==> src/design/dlt_fifo.sv <==
`default_nettype none

module dlt_fifo #(
    parameter int WIDTH = 8,
    parameter int DEPTH = 2
) (
    input  wire logic              clk,
    input  wire logic              rst_n,
    input  wire logic              push,
    input  wire logic [WIDTH-1:0]  push_data,
    output logic                   full,
    input  wire logic              pop,
    output logic [WIDTH-1:0]       pop_data,
    output logic                   not_empty
);
    localparam int PW = (DEPTH > 1) ? $clog2(DEPTH) : 1;
    localparam int CW = $clog2(DEPTH + 1);

    logic [WIDTH-1:0] slot_reg [DEPTH];
    logic [PW-1:0]    wr_ptr_reg, wr_ptr_next;
    logic [PW-1:0]    rd_ptr_reg, rd_ptr_next;
    logic [CW-1:0]    count_reg, count_next;
    logic             do_push, do_pop;

    assign full      = (count_reg == CW'(DEPTH));
    assign not_empty = (count_reg != '0);
    assign do_push   = push && !full;
    assign do_pop    = pop && not_empty;
    assign pop_data  = slot_reg[rd_ptr_reg];

    always_comb
    begin
        wr_ptr_next = wr_ptr_reg;
        rd_ptr_next = rd_ptr_reg;
        count_next  = count_reg;
        if (do_push)
        begin
            wr_ptr_next = (wr_ptr_reg == PW'(DEPTH - 1)) ? '0 : wr_ptr_reg + 1'b1;
        end
        if (do_pop)
        begin
            rd_ptr_next = (rd_ptr_reg == PW'(DEPTH - 1)) ? '0 : rd_ptr_reg + 1'b1;
        end
        if (do_push && !do_pop)
        begin
            count_next = count_reg + 1'b1;
        end
        else if (do_pop && !do_push)
        begin
            count_next = count_reg - 1'b1;
        end
    end

    always_ff @(posedge clk or negedge rst_n)
    begin
        if (!rst_n)
        begin
            wr_ptr_reg <= '0;
            rd_ptr_reg <= '0;
            count_reg  <= '0;
        end
        else
        begin
            wr_ptr_reg <= wr_ptr_next;
            rd_ptr_reg <= rd_ptr_next;
            count_reg  <= count_next;
        end
    end

    always_ff @(posedge clk)
    begin
        if (do_push)
        begin
            slot_reg[wr_ptr_reg] <= push_data;
        end
    end

endmodule

`default_nettype wire

==> config.mk <==
export PLATFORM = sky130hd
export DESIGN_NAME = dlt_fifo
export DESIGN_NICKNAME = d
export VERILOG_FILES = /design/src/design/dlt_fifo.sv
export SDC_FILE = /design/constraint.sdc
export NUM_CORES = 1
export LEC_CHECK = 0
export CORE_MARGIN = 3
export CORE_UTILIZATION = 45
export CTS_CLUSTER_DIAMETER = 60
export DETAILED_ROUTE_END_ITERATION = 7
export DONT_BUFFER_PORTS = 1
export GPL_ROUTABILITY_DRIVEN = 0
export HOLD_SLACK_MARGIN = 0.1
export PLACE_DENSITY = 0.65
export REMOVE_ABC_BUFFERS = 1
export SLEW_MARGIN = 20
export SYNTH_ARGS = -nofsm -noshare
export SYNTH_HDL_FRONTEND = slang
export SYNTH_SLANG_ARGS = --single-unit
==> constraint.sdc <==
create_clock -name clk -period 1.65 [get_ports clk]
set_clock_uncertainty 0.2 [all_clocks]
set_input_delay 0.165 -clock clk [delete_from_list [all_inputs] [get_ports clk]]
set_output_delay 0.165 -clock clk [all_outputs]
set_load 0.05 [all_outputs]
# Word-level counts from Yosys, hierarchy flattened

Memories as Yosys holds them, arrays and structs flattened.
Index checks and enable logic that the tools add are counted.

Register bits after elaboration: 4
Latch bits: 0
Memory bits (writable): 16
Bits in read-only memories: 0
Bits of input ports: 12
Output and inout port bits: 10
Memories: 1

Memories:

| name     | words | bits a word | rd ports | clocked after memory_dff | write ports | RTL line | RTL |
|---|---|---|---|---|---|---|---|
| slot_reg | 2     | 8           | 1        | 0                        | 1           | 19       | `logic [WIDTH-1:0] slot_reg [DEPTH];` |

Add/sub/neg operators: 4
Multipliers: 0
Divide/modulo/power cells: 0
Magnitude comparators: 0
Equality and inequality tests: 1
Shifts and indexed selects: 0
Muxes and demuxes: 6
Bitwise operators: 0
Reductions and logical operators: 9

Operators with widths:

| operator            | count |
|---|---|
| $logic_and 1x1->1   | 4 |
| $mux 1              | 4 |
| $mux 2              | 2 |
| $reduce_bool 2->1   | 2 |
| $logic_not 1->1     | 3 |
| $add 1x1->1 const B | 2 |
| $add 2x1->2 const B | 1 |
| $eq 2x2->1 const B  | 1 |
| $sub 2x1->2 const B | 1 |

# Logic depth before layout (Yosys ltp)

Gate-level depths: netlist of the first run.

Depth after elaboration: 7
Gate-level depth with buffers: 7
Depth with buffers taken out: 7

# Least setup slack after synthesis of the first run

No wires, ideal clock.

Kind: register to register
Start point: register count_reg[1]
End point: register count_reg[1]
Data arrival time: 1,278 ps
Path slack: 47 ps
Cell stages (with the launch flop): 7
Clock period less this slack: 1,603 ps
Cells stage by stage: dfrtp_1 or2_4 nand2_4 ha_1 xor2_1 nor2_1 xor2_1

Elaborated cells on any way between the ends: 14

RTL lines:

| item                                               | RTL line | RTL |
|---|---|---|
| start, declared                                    | 22       | `logic [CW-1:0] count_reg, count_next;` |
| start signal, assigned                             | 66       | `count_reg <= count_next;` |
| $reduce_bool 2->1 *                                | 26       | `assign not_empty = (count_reg != '0);` |
| net not_empty                                      | 14       | `output logic not_empty` |
| $logic_and 1x1->1 *                                | 28       | `assign do_pop = pop && not_empty;` |
| $logic_not 1->1                                    | 44       | `if (do_push && !do_pop)` |
| $logic_and 1x1->1                                  | 44       |  |
| $mux 2 / $reduce_bool 2->1 (equally long branches) | n/a      |  |

The timed path passes the listed nets; every way through them passes the cells marked *. The select of a mux whose other input is x is not followed.
A chain may end at the register's enable or synchronous reset.

# Worst setup path in the final report of the first run

Start point: register count_reg[0]
End point: register count_reg[1]

Word-level cells in the longest chain between the ends: 6
Elaborated cells on any way between the ends: 14

Ends and longest elaborated chain:

| item                        | RTL line | RTL |
|---|---|---|
| $eq 2x2->1                  | 25       | `assign full = (count_reg == CW'(DEPTH));` |
| $logic_not 1->1             | 27       | `assign do_push = push && !full;` |
| $logic_and 1x1->1           | 27       |  |
| $logic_not 1->1             | 48       | `else if (do_pop && !do_push)` |
| $logic_and 1x1->1           | 48       |  |
| $reduce_bool 2->1 (no line) | n/a      |  |

Several ways; a longest one is shown, not always the timed one. The select of a mux whose other input is x is not followed.

==> impl_results.md, run 1 <==
* Combinational family with the most area after synthesis: multiplexers
* Xor and xnor area share after synthesis at 0.0557
* Met2 WL at 764 um
* # diodes at 0
* CTS Sinks at 20
* Final min period at 1610 ps
* DR pass1 iterations at 2
* Seq/Total Area, Yosys at 0.739
* Overflow after GRT at 0
* Die area at 0.00228 mm^2
* WS Path Type: reg -> reg
* DP Cell Count at 62
* Final setup vio count at 0
* M1 WL at 487 um
* Yosys reg bits at 20
* CTS clk-pin slew, worst paths at 110 ps
* Cell taking the most area after synthesis: edfxtp_1
* Inserted Clock Buffers at 3
* Most used cell along the critical path: xor2_1
* Tightest Pin Transition at 415 ps
* Simple-Gate Fraction of Synth Area at 0.0589
* Top cell type's share of synthesized area at 0.611
* Avg WL per Cell at 15.8 um
* Vias in the first global route at 442
* Final core utilization at 0.687
* Fin area at 0.00108 mm^2
* Largest register FFs at 16
* Height of the die at 47.8 um
* Required time of the worst setup path at 1630 ps
* Worst skew pair latency at 290 ps
* Cell area after synthesis at 786 um^2
* Routed Antenna Nets at 0
* Final Max Slew Viols at 0
* Std cell rows at 14
* Slowest cell on the critical path: dfrtp_1
* Die width at 47.8 um
* RSZ-0062 raised after global routing: yes
* Fill cell total of the finished layout at 108
* Largest net degree at the start of global routing at 12
* Synth top area cells: edfxtp_1 61%, dfrtp_1 13%, mux2_1 11%, xnor2_1 3.3%, xor2_1 2.2%
* R2r worst-path depth at 6
* Hold wc startpoint: push
* Final Hold Viols at 0
* Post-synth EDFFs at 16
* Worst R2R Start: count_reg[0]
* CTS tree: done
* Worst setup SP type: flop
* Final #Nets at 82
* DR top layer: met4
* Mean Syn Cell Area at 17.9 um^2
* Share of synthesized area spent on multiplexers at 0.115
* Largest vdd supply drop at 1.14 mV
* Final period util at 0.978
* Post-DR vias/cell at 5.32
* Starting density of the core at 0.498
* Count leader, synth: edfxtp_1
* Deepest clock path buffer count at 2
* Crit Path Max Fanout at 4
* # IOs at 22
* Total core area at 0.00158 mm^2
* I/O Buffers at 0
* Pwr/cell area at 2020 mW/mm^2
* HP Class: in -> reg
* Post-synthesis adder-cell area fraction at 0.0159
* Initial antenna violation count at 0
* Ys flop type: edfxtp_1
* FFs w/ async S/R, synth at 0.200
* Distinct cells, synth at 14
* Max Fclk at 619 MHz
* Synth Area in Compound Gates at 0
* Post-place instance area at 823 um^2
* Combined flip-flop and latch cell area at 582 um^2
* Critical path origin: count_reg[0]
* First-pass GRT wire length at 2060 um
* Max Cap Viol at 0
* CTS Root Cell: clkbuf_4
* H-tree depth at 1
* Leak at 0.442 nW
* Finished Layout Cells at 84
* Multi-input logic area at 250 um^2
* Worst hold stages at 1
* Area Overhead vs Synth at 37.9%
* Initial DRC Count at 2
* Met3 WL post-DR at 55 um
* DRC Markers at 0
* CP Cell Sequence: or2_4 > nand2_4 > ha_4 > xor2_1 > nor2_2 > xor2_1
* Yosys warns at 0
* Slew headroom at 0.723
* Crit path arrival time at 1600 ps
* Overall power at 2.19 mW
* Mapped Cells at 44
* Nature of the critical path endpoint: flop
* Post-Route WL at 1320 um
* Top post-synthesis cells by count: 16 x edfxtp_1, 8 x mux2_1, 4 x dfrtp_1, 3 x xnor2_1
* Tot GR Track Use at 0.142
* Layout cells sized above 1 at 0.412
* Crit-path max cell delay at 430 ps
* Setup_tns at 0 ps
* Status: finished clean
* Via count at 447
==> repair_timing <==
action	4_1_cts	5_1_grt
pin swaps	4	3
endpoints found under the setup margin	9	10
hold endpoints to repair	32	0
gates resized for setup	16	13
setup buffers	5	1
hold buffers	12	0
==> final timing paths <==
check	endpoint	slack [ps]
max	count_reg[1]	40
min	slot_reg[1][0]	130
max reg2reg	count_reg[1]	40
min reg2reg	wr_ptr_reg	320
max in group asynchronous	rd_ptr_reg	600
min in group asynchronous	wr_ptr_reg	470
==> cell type report <==
| cell class | instances | area share |
|---|---|---|
| Tap cell | 16 | 0.0185 |
| Sequential cell | 20 | 0.537 |
| Timing Repair Buffer | 21 | 0.180 |
| Clock buffer | 3 | 0.0208 |
| Inverter | 2 | 0.00924 |
| Multi-Input combinational cell | 21 | 0.231 |
| Clock inverter | 1 | 0.00346 |
==> per-layer routing <==
metal,track usage,vias to the layer above
met5,0,-
met2,0.261,16
met1,0.150,224
met4,0.0645,0
met3,0.0338,2
li1,-,205
==> cell usage in the layout, fill, tap and decap left out <==
cell            n
edfxtp_1       16
dlygate4sd3_1  12
mux2_4          8
buf_4           7
xnor2_1         3
clkbuf_4        3
dfrtp_1         3
nand2_4         2
xor2_1          2
buf_6           2
or2_4           1
nand2b_4        1
inv_1           1
inv_4           1
and3_1          1
nor2_1          1
nor2_2          1
ha_4            1
clkinv_1        1
dfrtp_2         1
==> stage by stage <==
stage | setup WS, ps | hold slack, ps
floorplan | 46.6 | -331
global placement | 75.7 | -330
detailed placement | -75.7 | -330
CTS | -24.9 | 139
global route | -24.7 | 116
finish | 35.5 | 126
==> worst max-delay path: cells and delay by family (launching register included) <==
family / cells / cell delay [ps]
xor gates and xnor gates: 2 / 310
adders and majority gates: 1 / 130
DFF: 1 / 430
and+or+nand+nor: 3 / 430
==> logic make-up (layout without fill, tap and decap cells) <==
| kind of cell | count (synthesis) | count (layout) |
|---|---|---|
| flip-flops | 20 | 20 |
| adder cells (fa/ha/maj) | 1 | 1 |
| XOR/XNOR | 5 | 5 |
| buffers and inverters | 3 | 27 |
| AND/OR/NAND/NOR | 7 | 7 |
| multiplexers | 8 | 8 |
==> power by group <==
group	switching (mW)	internal, mW
clock network	0.140	0.0880
registers	0.0691	0.708
logic	0.713	0.470
No activity file was read; power rests on OpenSTA's default activity.
==> run 2, diff against run 1 <==
--- a/config.mk
+++ b/config.mk
@@ -5,6 +5,7 @@
 export SDC_FILE = /design/constraint.sdc
 export NUM_CORES = 1
 export LEC_CHECK = 0
+export ABC_AREA = 1
 export CORE_MARGIN = 3
 export CORE_UTILIZATION = 45
 export CTS_CLUSTER_DIAMETER = 60
==> impl_results.md, run 2 <==
* Nature of the critical path endpoint: primary output
* Overflow after GRT at 0
* CTS Root Cell: clkbuf_4
* Vias in the first global route at 557
* Total core area at 0.00163 mm^2
* Setup WS post-layout at 68.5 ps
* Slowest cell on the critical path: dfrtp_1
* Most common cell after layout, fill and taps aside: nand2_1
* Deepest clock path buffer count at 2
* Post-synth EDFFs at 16
* Layout cells sized above 1 at 0.275
* Worst hold stages at 2
* Largest vdd supply drop at 1.44 mV
* Via count at 568
* Post-Route WL at 1610 um
* Final core utilization at 0.707
* Cell taking the most area after synthesis: edfxtp_1
* # IOs at 22
* Status: finished clean
* Worst slack at placement at -8.19 ps
* Std cell rows at 14
* Synth top area cells: edfxtp_1 58%, nand2_1 14%, dfrtp_1 12%, inv_1 2.7%, buf_12 2.4%
* Largest net degree at the start of global routing at 12
* Die area at 0.00240 mm^2
* Max Fclk at 632 MHz
* Die width at 49.0 um
* Mean Syn Cell Area at 11.4 um^2
* Slew headroom at 0.726
* Final min period at 1580 ps
* Yosys reg bits at 20
* Initial antenna violation count at 0
* Final Max Slew Viols at 0
* Post-DR vias/cell at 4.51
* Hold endpoint: count_reg[1]
* CTS tree: done
* DR top layer: met4
* Most frequent cells in the layout: 32 x nand2_1, 16 x edfxtp_1, 12 x dlygate4sd3_1, 11 x buf_4, 5 x inv_1
* Overall power at 2.34 mW
* DRC Markers at 0
* Worst skew pair latency at 290 ps
* CTS Sinks at 20
* Leak at 0.497 nW
* Finished Layout Cells at 126
* Met3 WL post-DR at 64 um
* FFs w/ async S/R, synth at 0.200
* Ys flop type: edfxtp_1
* Met2 WL at 886 um
* Largest register FFs at 16
* CP Cell Sequence: buf_4 > nor2_4 > buf_6
* Tightest Pin Transition at 411 ps
* Area Overhead vs Synth at 38.1%
* Final Hold Viols at 0
* Distinct cells, synth at 15
* Required time of the worst setup path at 1280 ps
* First-pass GRT wire length at 2570 um
* Height of the die at 49.0 um
* Final period util at 0.958
* DP Cell Count at 108
* WS Path Type: reg -> out
* Worst R2R End: slot_reg[0][2]
* Crit path arrival time at 1220 ps
* Worst R2R Start: count_reg[0]
* Final #Nets at 116
* M1 WL at 651 um
* Avg WL per Cell at 12.8 um
* Seq/Total Area, Yosys at 0.697
* Cell area after synthesis at 833 um^2
* I/O Buffers at 0
* Top post-synthesis cells by count: 32 x nand2_1, 16 x edfxtp_1, 6 x inv_1, 4 x dfrtp_1, 3 x nand2_2
* R2r worst-path depth at 5
* Top cell type's share of synthesized area at 0.577
* Crit Path Max Fanout at 3
* Tot GR Track Use at 0.144
* Crit-path max cell delay at 420 ps
* CTS clk-pin slew, worst paths at 100 ps
* Setup_tns at 0 ps
* Yosys warns at 0
* Final setup vio count at 0
* Worst setup SP type: flop
* H-tree depth at 1
* Initial DRC Count at 5
* Flop-to-flop setup slack at 80 ps
* Routed Antenna Nets at 0
* Inserted Clock Buffers at 3
* Max Cap Viol at 0
* Pwr/cell area at 2030 mW/mm^2
* HP Class: reg -> reg
* Count leader, synth: nand2_1
* Hold wc startpoint: count_reg[1]
* # diodes at 0
* Mapped Cells at 73
* DR pass1 iterations at 4
* Starting density of the core at 0.512
run 2: cell types whose count changed in the layout (fill, tap and decap cells not counted), moves of 2 or more:
cell and delta:
buf_4 +4, nor2_4 +2, nand2_4 -2, mux2_4 -8
nand2_2 +3, xor2_1 -2, nand2_1 +32, xnor2_1 -2
inv_1 +4, nand3_1 +2, buf_12 +2
run 2: final cells by class:
type	count	area, um^2
Clock buffer	4	26.3
Fill cell	128	478
Inverter	8	36.3
Multi-Input combinational cell	44	223
Sequential cell	20	582
Tap cell	24	30.0
Timing Repair Buffer	26	254
run 2: kinds of logic after synthesis:
family	count (synthesis)	share of synthesized area
simple gates	41	0.212
flops	20	0.697
buf+inv	9	0.0601
compound gates	1	0.00600
xor+xnor	1	0.0105
fa+ha+maj	1	0.0150
run 2: repair_timing:
| action | 4_1_cts | 5_1_grt |
|---|---|---|
| hold buffers | 12 | 0 |
| gates resized for setup | 4 | 3 |
| buffers inserted | 0 | 2 |
| endpoints found under the hold margin | 31 | 0 |
| setup endpoints to repair | 13 | 18 |
run 2: worst max path at each step:
stage / end / cells after the start / startpoint
after global routing: count_reg[1] / 9 / count_reg[1]
after CTS: count_reg[1] / 8 / count_reg[0]
after floorplan: count_reg[1] / 7 / count_reg[0]
final: full / 3 / count_reg[0]
after detailed placement: count_reg[1] / 8 / count_reg[0]
after global placement: count_reg[1] / 8 / count_reg[0]
run 2: power breakdown:
group | total (mW) | internal [mW] | switching [mW]
logic | 1.34 | 0.467 | 0.876
clock network | 0.224 | 0.0939 | 0.130
registers | 0.771 | 0.704 | 0.0671
run 2: per-layer routing:
| metal | GRT usage | up-vias |
|---|---|---|
| li1 | - | 295 |
| met4 | 0.0806 | 0 |
| met3 | 0.0459 | 2 |
| met1 | 0.164 | 259 |
| met5 | 0 | - |
| met2 | 0.240 | 12 |
run 2: stage by stage:
stage               hold WS, ps  area [um^2]
floorplan                  -331          813
global placement           -330          946
detailed placement         -330          946
CTS                         307         1100
global route                321         1150
finish                      298         1150
run 2: worst max-delay path: cells and delay by family, from the launching register on:
family,cells,cell delay (ps)
buffers and inverters,2,350
and+or+nand+nor,1,160
DFF,1,420
==> run 3, diff against run 2 <==
--- a/config.mk
+++ b/config.mk
@@ -7,13 +7,13 @@
 export LEC_CHECK = 0
 export ABC_AREA = 1
 export CORE_MARGIN = 3
-export CORE_UTILIZATION = 45
+export CORE_UTILIZATION = 35
 export CTS_CLUSTER_DIAMETER = 60
 export DETAILED_ROUTE_END_ITERATION = 7
 export DONT_BUFFER_PORTS = 1
 export GPL_ROUTABILITY_DRIVEN = 0
 export HOLD_SLACK_MARGIN = 0.1
-export PLACE_DENSITY = 0.65
+export PLACE_DENSITY = 0.54
 export REMOVE_ABC_BUFFERS = 1
 export SLEW_MARGIN = 20
 export SYNTH_ARGS = -nofsm -noshare
==> impl_results.md, run 3 (synthesis gave the netlist of run 2 again) <==
* Final min period at 1590 ps
* Slowest cell on the critical path: dfrtp_2
* Post-Route WL at 1610 um
* Max Fclk at 630 MHz
* Status: finished clean
* CP Cell Sequence: buf_6 > nand2_1 > nand2_1 > buf_12
* Flop-to-flop setup slack at 70 ps
* Final period util at 0.963
* Fin area at 0.00123 mm^2
* Overflow after GRT at 0
* Final Hold Viols at 0
* Initial antenna violation count at 0
* Starting density of the core at 0.373
* DRC Markers at 0
* Routed Antenna Nets at 0
* Required time of the worst setup path at 1280 ps
* Crit path arrival time at 1220 ps
* H-tree depth at 1
* Final #Nets at 116
* First-pass GRT wire length at 2440 um
* CTS tree: done
* Layout cells sized above 1 at 0.275
* R2r worst-path depth at 7
* Post-place instance area at 0.00105 mm^2
* CTS Sinks at 20
* Pwr/cell area at 2100 mW/mm^2
* Post-DR vias/cell at 4.44
* Largest net degree at the start of global routing at 12
* CTS Root Cell: clkbuf_4
* Leak at 0.535 nW
* I/O Buffers at 0
* Avg WL per Cell at 12.4 um
* Hold wc startpoint: wr_ptr_reg
* Height of the die at 54.8 um
* Met3 WL post-DR at 87 um
* DR pass1 iterations at 3
* Met2 WL at 869 um
* Die width at 54.8 um
* Most frequent cells in the layout: 31 x nand2_1, 16 x edfxtp_1, 12 x dlygate4sd3_1, 9 x buf_12, 5 x inv_1
* Worst R2R Start: count_reg[0]
* Max Cap Viol at 0
* # IOs at 22
* Slew headroom at 0.789
* Area Overhead vs Synth at 47.4%
* Worst hold stages at 2
* Clock power share at 0.088
* P_sw at 1.12 mW
* Deepest clock path buffer count at 2
* Hold endpoint: wr_ptr_reg
* Total core area at 0.00223 mm^2
* Initial DRC Count at 16
* Crit Path Max Fanout at 5
* Combinational group share of total power at 0.603
* Inserted Clock Buffers at 3
* Largest vdd supply drop at 1.11 mV
* Internal at 1.45 mW
* Worst skew pair latency at 280 ps
* Die area at 0.00300 mm^2
* Final core utilization at 0.550
* HP Class: reg -> reg
* Final setup vio count at 0
* Via count at 577
* Largest register FFs at 16
* Worst setup SP type: flop
* Post-DP HPWL at 1160 um
* Final Max Slew Viols at 0
* Worst R2R End: count_reg[1]
* Nature of the critical path endpoint: primary output
* Crit-path max cell delay at 480 ps
* Most common cell after layout, fill and taps aside: nand2_1
* Vias in the first global route at 589
* Most used cell along the critical path: nand2_1
* Switch share at 0.436
* Tightest Pin Transition at 316 ps
* DR top layer: met3
* # diodes at 0
* M1 WL at 648 um
* CTS clk-pin slew, worst paths at 110 ps
* Power share of the sequential group at 0.309
* Std cell rows at 17
* Tot GR Track Use at 0.115
* WS Path Type: reg -> out
## run 3: how the worst max path moves through the flow
stage / start / endpoint / cells past startpoint
floorplan: count_reg[0] / count_reg[1] / 7
global placement: count_reg[0] / count_reg[1] / 7
detailed placement: count_reg[0] / count_reg[1] / 7
CTS: rd_ptr_reg / pop_data[3] / 4
global route: rd_ptr_reg / pop_data[5] / 4
finish: rd_ptr_reg / pop_data[6] / 4
## run 3: critical path, delay by kind of cell, from the launching register on
kind / cells / cell delay, ps
flip-flops: 1 / 480
buffers and inverters: 2 / 310
AND/OR/NAND/NOR: 2 / 140
## run 3: layer usage
layer,up-vias,track usage
li1,290,-
met1,273,0.134
met2,14,0.211
met3,0,0.0272
met4,0,0.0249
met5,-,0
## run 3: area by class of cell
type | instances | area (um^2)
multi-input cells | 44 | 210
well taps | 28 | 35.0
inverters | 8 | 32.5
fillers | 198 | 1000
flip-flops and latches | 20 | 583
clock buffers | 3 | 22.5
clock inverters | 1 | 3.75
repair buffers | 26 | 342
## run 3: power by group through the flow
| stage | Clock (mW) | Combinational [mW] | Sequential, mW |
|---|---|---|---|
| 3_3_place_gp | 0 | 1.43 | 0.787 |
| 6_report | 0.227 | 1.55 | 0.796 |
| 5_1_grt | 0.249 | 1.65 | 0.812 |
| 3_5_place_dp | 0 | 1.45 | 0.791 |
| 4_1_cts | 0.232 | 1.48 | 0.786 |
| 2_1_floorplan | 0 | 0.806 | 0.778 |
## run 3: through the flow
stage	setup TNS, ps	worst slack (ps)	std cells	hold WS (ps)	power [mW]
2_1_floorplan	-287	-193	72	-331	1.58
3_3_place_gp	0	125	113	-330	2.21
3_5_place_dp	0	69.6	113	-330	2.24
4_1_cts	0	25.1	129	284	2.50
5_1_grt	-3.02	-3.02	130	314	2.71
6_report	0	61.5	130	292	2.58
## run 3: what timing repair did
item	4_1_cts	5_1_grt
cloned	0	0
hold endpoints to repair	23	0
gates resized for setup	2	5
hold buffers	12	0
buffers inserted	0	1
setup endpoints to repair	2	6
